`src/hdl/b64u_pkg.sv`:
```
package b64u_pkg;

  localparam int B64U_QUEUE_DEPTH = 2;

  typedef struct packed {
    logic [23:0] bytes;
    logic        last;
  } b64u_group_t;

  function automatic logic [7:0] b64u_char(input logic [5:0] sextet);
    logic [7:0] wide;
    wide = {2'b00, sextet};
    if (sextet < 6'd26) begin
      return wide + 8'd65;
    end else if (sextet < 6'd52) begin
      return wide + 8'd71;
    end else if (sextet < 6'd62) begin
      return wide - 8'd4;
    end else if (sextet == 6'd62) begin
      return 8'd45;
    end else begin
      return 8'd95;
    end
  endfunction

endpackage

```
`src/hdl/b64u_front.sv`:
```
module b64u_front (
  input  logic                  clk,
  input  logic                  rst,
  input  logic                  s_tvalid,
  output logic                  s_tready,
  input  logic [7:0]            s_tdata,   // data_byte
  input  logic                  s_tlast,   // last_byte
  output logic                  grp_valid,
  input  logic                  grp_ready,
  output b64u_pkg::b64u_group_t grp
);
  import b64u_pkg::*;

  logic [15:0] held;
  logic [1:0]  cnt;
  logic        accept;
  logic        close;

  assign s_tready  = grp_ready;
  assign accept    = s_tvalid && s_tready;
  assign close     = (cnt == 2'd2) || s_tlast;
  assign grp_valid = accept && close;

  always_comb begin
    grp.last = s_tlast;
    case (cnt)
      2'd0:    grp.bytes = {s_tdata, 16'h0000};
      2'd1:    grp.bytes = {held[7:0], s_tdata, 8'h00};
      default: grp.bytes = {held, s_tdata};
    endcase
  end

  always_ff @(posedge clk) begin
    if (rst) begin
      held <= '0;
      cnt  <= '0;
    end else if (accept) begin
      if (close) begin
        held <= '0;
        cnt  <= '0;
      end else begin
        held <= {held[7:0], s_tdata};
        cnt  <= cnt + 2'd1;
      end
    end
  end

endmodule

```
`src/hdl/b64u_queue.sv`:
```
module b64u_queue #(
  parameter int DEPTH = b64u_pkg::B64U_QUEUE_DEPTH
) (
  input  logic                  clk,
  input  logic                  rst,
  input  logic                  in_valid,
  output logic                  in_ready,
  input  b64u_pkg::b64u_group_t in_grp,
  output logic                  out_valid,
  input  logic                  out_ready,
  output b64u_pkg::b64u_group_t out_grp
);
  import b64u_pkg::*;

  localparam int AW = (DEPTH > 1) ? $clog2(DEPTH) : 1;
  localparam int CW = $clog2(DEPTH + 1);

  b64u_group_t    slots [DEPTH];
  logic [AW-1:0]  wr_ptr;
  logic [AW-1:0]  rd_ptr;
  logic [CW-1:0]  count;
  logic           push;
  logic           pop;

  assign in_ready  = count != CW'(DEPTH);
  assign out_valid = count != '0;
  assign out_grp   = slots[rd_ptr];
  assign push      = in_valid && in_ready;
  assign pop       = out_valid && out_ready;

  always_ff @(posedge clk) begin
    if (push) begin
      slots[wr_ptr] <= in_grp;
    end
  end

  always_ff @(posedge clk) begin
    if (rst) begin
      wr_ptr <= '0;
      rd_ptr <= '0;
      count  <= '0;
    end else begin
      if (push) begin
        wr_ptr <= (wr_ptr == AW'(DEPTH - 1)) ? '0 : wr_ptr + AW'(1);
      end
      if (pop) begin
        rd_ptr <= (rd_ptr == AW'(DEPTH - 1)) ? '0 : rd_ptr + AW'(1);
      end
      if (push && !pop) begin
        count <= count + CW'(1);
      end else if (pop && !push) begin
        count <= count - CW'(1);
      end
    end
  end

endmodule

```
`src/hdl/b64u_back.sv`:
```
module b64u_back (
  input  logic                  clk,
  input  logic                  rst,
  input  logic                  grp_valid,
  output logic                  grp_ready,
  input  b64u_pkg::b64u_group_t grp,
  output logic                  m_tvalid,
  input  logic                  m_tready,
  output logic [7:0]            m_tdata,   // out_char
  output logic                  m_tlast,   // run_last
  output logic                  m_tuser    // message_end
);
  import b64u_pkg::*;

  b64u_group_t cur;
  logic        busy;
  logic [1:0]  idx;
  logic        advance;
  logic        emit;
  logic        load;
  logic [5:0]  sextet;

  assign advance   = !m_tvalid || m_tready;
  assign emit      = busy && advance;
  assign grp_ready = !busy || (emit && idx == 2'd3);
  assign load      = grp_valid && grp_ready;

  always_comb begin
    case (idx)
      2'd0:    sextet = cur.bytes[23:18];
      2'd1:    sextet = cur.bytes[17:12];
      2'd2:    sextet = cur.bytes[11:6];
      default: sextet = cur.bytes[5:0];
    endcase
  end

  always_ff @(posedge clk) begin
    if (load) begin
      cur <= grp;
    end
    if (emit) begin
      m_tdata <= b64u_char(sextet);
      m_tlast <= idx == 2'd3;
      m_tuser <= (idx == 2'd3) && cur.last;
    end
  end

  always_ff @(posedge clk) begin
    if (rst) begin
      busy     <= 1'b0;
      idx      <= '0;
      m_tvalid <= 1'b0;
    end else begin
      if (advance) begin
        m_tvalid <= busy;
      end
      if (load) begin
        busy <= 1'b1;
        idx  <= '0;
      end else if (emit) begin
        idx <= idx + 2'd1;
        if (idx == 2'd3) begin
          busy <= 1'b0;
        end
      end
    end
  end

endmodule

```
`src/hdl/base64url_stream_encoder_unit.sv`:
```
// Path: a byte that closes a group is registered in the queue, then in the back
// end's current group, then in the output character register. Throughput: one
// character per cycle while the output is not stalled, set by the back end's
// character stage; a byte a cycle enters while the group queue has room.
// Reset: synchronous, active high; clears the partial group, the queue and the output.
module base64url_stream_encoder_unit #(
  parameter int QUEUE_DEPTH = b64u_pkg::B64U_QUEUE_DEPTH
) (
  input  logic       clk,
  input  logic       rst,
  input  logic       s_tvalid,
  output logic       s_tready,
  input  logic [7:0] s_tdata,   // data_byte
  input  logic       s_tlast,   // last_byte
  output logic       m_tvalid,
  input  logic       m_tready,
  output logic [7:0] m_tdata,   // out_char
  output logic       m_tlast,   // run_last
  output logic       m_tuser    // message_end
);
  import b64u_pkg::*;

  b64u_group_t front_grp;
  b64u_group_t back_grp;
  logic        front_valid;
  logic        front_ready;
  logic        back_valid;
  logic        back_ready;

  b64u_front u_front (
    .clk       (clk),
    .rst       (rst),
    .s_tvalid  (s_tvalid),
    .s_tready  (s_tready),
    .s_tdata   (s_tdata),
    .s_tlast   (s_tlast),
    .grp_valid (front_valid),
    .grp_ready (front_ready),
    .grp       (front_grp)
  );

  b64u_queue #(
    .DEPTH (QUEUE_DEPTH)
  ) u_queue (
    .clk       (clk),
    .rst       (rst),
    .in_valid  (front_valid),
    .in_ready  (front_ready),
    .in_grp    (front_grp),
    .out_valid (back_valid),
    .out_ready (back_ready),
    .out_grp   (back_grp)
  );

  b64u_back u_back (
    .clk       (clk),
    .rst       (rst),
    .grp_valid (back_valid),
    .grp_ready (back_ready),
    .grp       (back_grp),
    .m_tvalid  (m_tvalid),
    .m_tready  (m_tready),
    .m_tdata   (m_tdata),
    .m_tlast   (m_tlast),
    .m_tuser   (m_tuser)
  );

endmodule

```
`config.mk`:
```
export PLATFORM = sky130hd
export DESIGN_NAME = base64url_stream_encoder_unit
export DESIGN_NICKNAME = d
export VERILOG_FILES = /design/src/hdl/b64u_pkg.sv /design/src/hdl/b64u_front.sv /design/src/hdl/b64u_queue.sv /design/src/hdl/b64u_back.sv /design/src/hdl/base64url_stream_encoder_unit.sv
export SDC_FILE = /design/constraint.sdc
export NUM_CORES = 1
export LEC_CHECK = 0
export BUFFER_PORTS_ARGS = -buffer_cell sky130_fd_sc_hd__buf_2
export CORE_MARGIN = 4
export CORE_UTILIZATION = 55
export CTS_CLUSTER_DIAMETER = 60
export DETAILED_ROUTE_END_ITERATION = 7
export PLACE_DENSITY = 0.74
export RECOVER_POWER = 50
export SETUP_SLACK_MARGIN = 0.5
export SLEW_MARGIN = 20
export SYNTH_ARGS = -nofsm -noshare
export SYNTH_HDL_FRONTEND = slang
export SYNTH_SLANG_ARGS = --single-unit
```
`constraint.sdc`:
```
create_clock -name clk -period 4.3 [get_ports clk]
set_input_delay 0.215 -clock clk [delete_from_list [all_inputs] [get_ports clk]]
set_output_delay 0.215 -clock clk [all_outputs]
set_load 0.01 [all_outputs]
```
==> results_dict.tcl <==
set metrics [dict create \
    status "complete, no violations" \
    synthCells 373 \
    clock_latency_ns 0.35 \
    synth.most_common_cell "edfxtp_1" \
    yosys.area_share.simple 0.110 \
    synthAdderAreaFrac 0.0266 \
    dp.cells 486 \
    grt_pass1_wl_um 13300 \
    power.leakage_uw 0.00177 \
    layout-drive-gt1-share 0.144 \
    wl_per_cell_um 16.0 \
    max_slew_margin 0.0369 \
    place.detailed.hpwl_um 5470 \
    die-area_mm2 0.0101 \
    synthFlopType "edfxtp_1" \
    vias 2814 \
    drtPass1Iterations 5 \
    fmax_mhz 343 \
    fin_cells 502 \
    grt_max_degree 29 \
    grt_pass1_vias 2638 \
    final.period_utilization 0.677 \
    syn_nets 396 \
    antenna_found_initial 0 \
    rsz0062_at_grt "no" \
    slowest_stage "mux2i_1" \
    cts_tree "built" \
    netlist_top_cells_count "edfxtp_1, nand2_1, dfxtp_1, mux2_2, a21oi_1" \
    async_flop_share 0 \
    fin_skew_ns 0.0163 \
    worstPathRequired_ns 4.41 \
    max_stage_delay_ns 0.81 \
    end_kind "register" \
    drt_wl_total_um 8020 \
    ys_ff_latch 111 \
    synth_compound_area_frac 0.0908 \
    gp_congestion 0.747 \
    drc 0 \
    peakVddDrop_uv 244 \
    cts-root-buf "clkbuf_8" \
    fillers 659 \
    clk_pin_slew_worst_paths_ns 0.11 \
    clk_path_buf_depth 2 \
    slew_violations 0 \
    synth_top_family_by_area "simple AND/OR/NAND/NOR gates" \
    hold_path_class "primary input to register" \
    core_mm2 0.00826 \
    synth_edf_count 85 \
    post_synth_num_cell_types 39 \
    post_dp_cell_area_mm2 0.00491 \
    fin_setup_tns_ns 0 \
    nets 415 \
    synth_area_leaders "edfxtp_1, dfxtp_1, mux2_2, nand2_1, a21oi_1" \
    drv_cap 0 \
    dieWidth_um 100 \
    cp.arrival_ns 3.02 \
    synth.top_cell.area_share 0.543 \
    hold_viol_final 0 \
    cts_setup_buffers 0 \
    ys_seq_area_frac 0.654 \
    portBuffers 24 \
    cp_cell_sequence "ha_1 > mux2i_1 > or2_1 > a21o_1 > mux2_4 > o22a_1" \
    layout_min_cycle_time_ns 2.91 \
    vias_per_cell 5.61 \
    synthesis.area_mm2 0.00470 \
    cts_max_level 3 \
    numCtsBuffers 9 \
    synthXorXnorAreaFrac 0.00932 \
    multi_input_area_mm2 0.00150 \
    cp_num_buf_inv 0 \
    power_density_mw_per_mm2 616 \
    post_cts_resize_count 0 \
    fin_total_pwr_uw 3120 \
    clock_sinks 111 \
    dr.first_iter.drc_count 175 \
    grt-ovfl-total 0 \
    regArea_mm2 0.00307 \
    synth_warnings 0 \
    syn_avg_cell_area_um2 12.6 \
    cp_max_fo 13 \
    area_growth_pct 7.93 \
    fin_area_mm2 0.00507 \
    start_util 0.569 \
    cts_hold_buffers 0 \
    drtAntennaViolNets 0 \
    worst_slew_pin_slew_ns 1.44 \
    post_synth_mux_area_share 0.0804 \
    cp_top_family "multiplexers" \
    synth_top_cell_by_area "edfxtp_1" \
    gr-usage-all-layers 0.169 \
    finalSetupViolCount 0 \
    critPathLaunchType "register" \
    die_h_um 100 \
    placementRows 33 \
    io_pins 25 \
    crit_type "register to register" \
    diodes 0 \
]
sequential cells by signal, indices dropped and copies added (netlist names):
name,count
u_back.m_tuser,1
u_queue.rd_ptr,1
u_queue.count,2
u_back.m_tdata,8
u_back.idx,2
u_back.cur,25
u_front.held,16
u_front.cnt,2
u_back.busy,1
u_back.m_tlast,1
u_back.m_tvalid,1
u_queue.wr_ptr,1
u_queue.slots,50
report_power, final:
| part | internal [uW] | switching [uW] | leakage [uW] |
|---|---|---|---|
| clock | 246 | 328 | 0.0000978 |
| sequential | 1460 | 107 | 0.00101 |
| combinational | 405 | 578 | 0.000664 |
| total | 2110 | 1010 | 0.00177 |
path summary, 6_finish.rpt:
kind | startpoint | end | slack [ns] | depth (start not counted)
setup / recovery | u_back.idx[1] | u_back.m_tdata[2] | 1.39 | 6
hold / removal | s_tlast | u_queue.slots[0][0] | 0.14 | 1
setup reg to reg | u_back.idx[1] | u_back.m_tdata[2] | 1.39 | 6
hold reg to reg | u_front.held[10] | u_front.held[10] | 0.46 | 2
cells in the final DEF, fill, tap and decap left out, types with 2 or more instances in the layout:
cell and instances:
clkbuf_8 11, and3_1 2, mux2i_1 7, a21oi_1 25, buf_4 3, inv_4 3
a21o_1 2, nor3_1 2, xor2_1 2, and2_0 2, ha_1 10, a222oi_1 6
nand2b_1 12, buf_2 11, nand2_1 50, and2_1 12, edfxtp_1 85, nor2_1 11
mux2_2 25, inv_1 15, dfxtp_1 26, xnor2_1 3, nand3_1 17, a22oi_1 9
o21ai_0 11, clkbuf_1 15
routing by layer:
| layer | share of wire | global-route usage | up-vias | wire length, um |
|---|---|---|---|---|
| met3 | 0.029 | 0.0341 | 7 | 230 |
| met5 | 0 | 0 | - | 0 |
| met1 | 0.48 | 0.231 | 1377 | 3820 |
| li1 | - | - | 1385 | - |
| met2 | 0.49 | 0.277 | 45 | 3890 |
| met4 | 0.0092 | 0.0435 | 0 | 74 |
per-stage QoR:
step                setup WS (ns)  utilization  hold WS (ns)
global placement             1.58        0.595         0.438
global route                 1.20        0.614         0.127
finish                       1.39        0.614         0.144
CTS                          1.40        0.617        0.0625
floorplan                    1.04            -         0.314
detailed placement           1.42        0.595         0.445
cell families (layout without fill, tap and decap cells):
kind of cell               after synthesis  after routing
buffers and inverters                   35             59
other                                    1              1
and+or+nand+nor                        111            111
adders and majority gates               10             10
AOI/OAI and AO/OA                       66             66
muxes                                   34             34
DFF                                    111            111
xor gates and xnor gates                 5              5
layout make-up:
class	count	area share
clock buffers	12	0.0306
well taps	105	0.0259
repair buffers	28	0.0257
inverters	15	0.0111
multi-input cells	227	0.296
flip-flops and latches	111	0.606
clock inverters	4	0.00543
No activity file was read; power rests on OpenSTA's default activity.
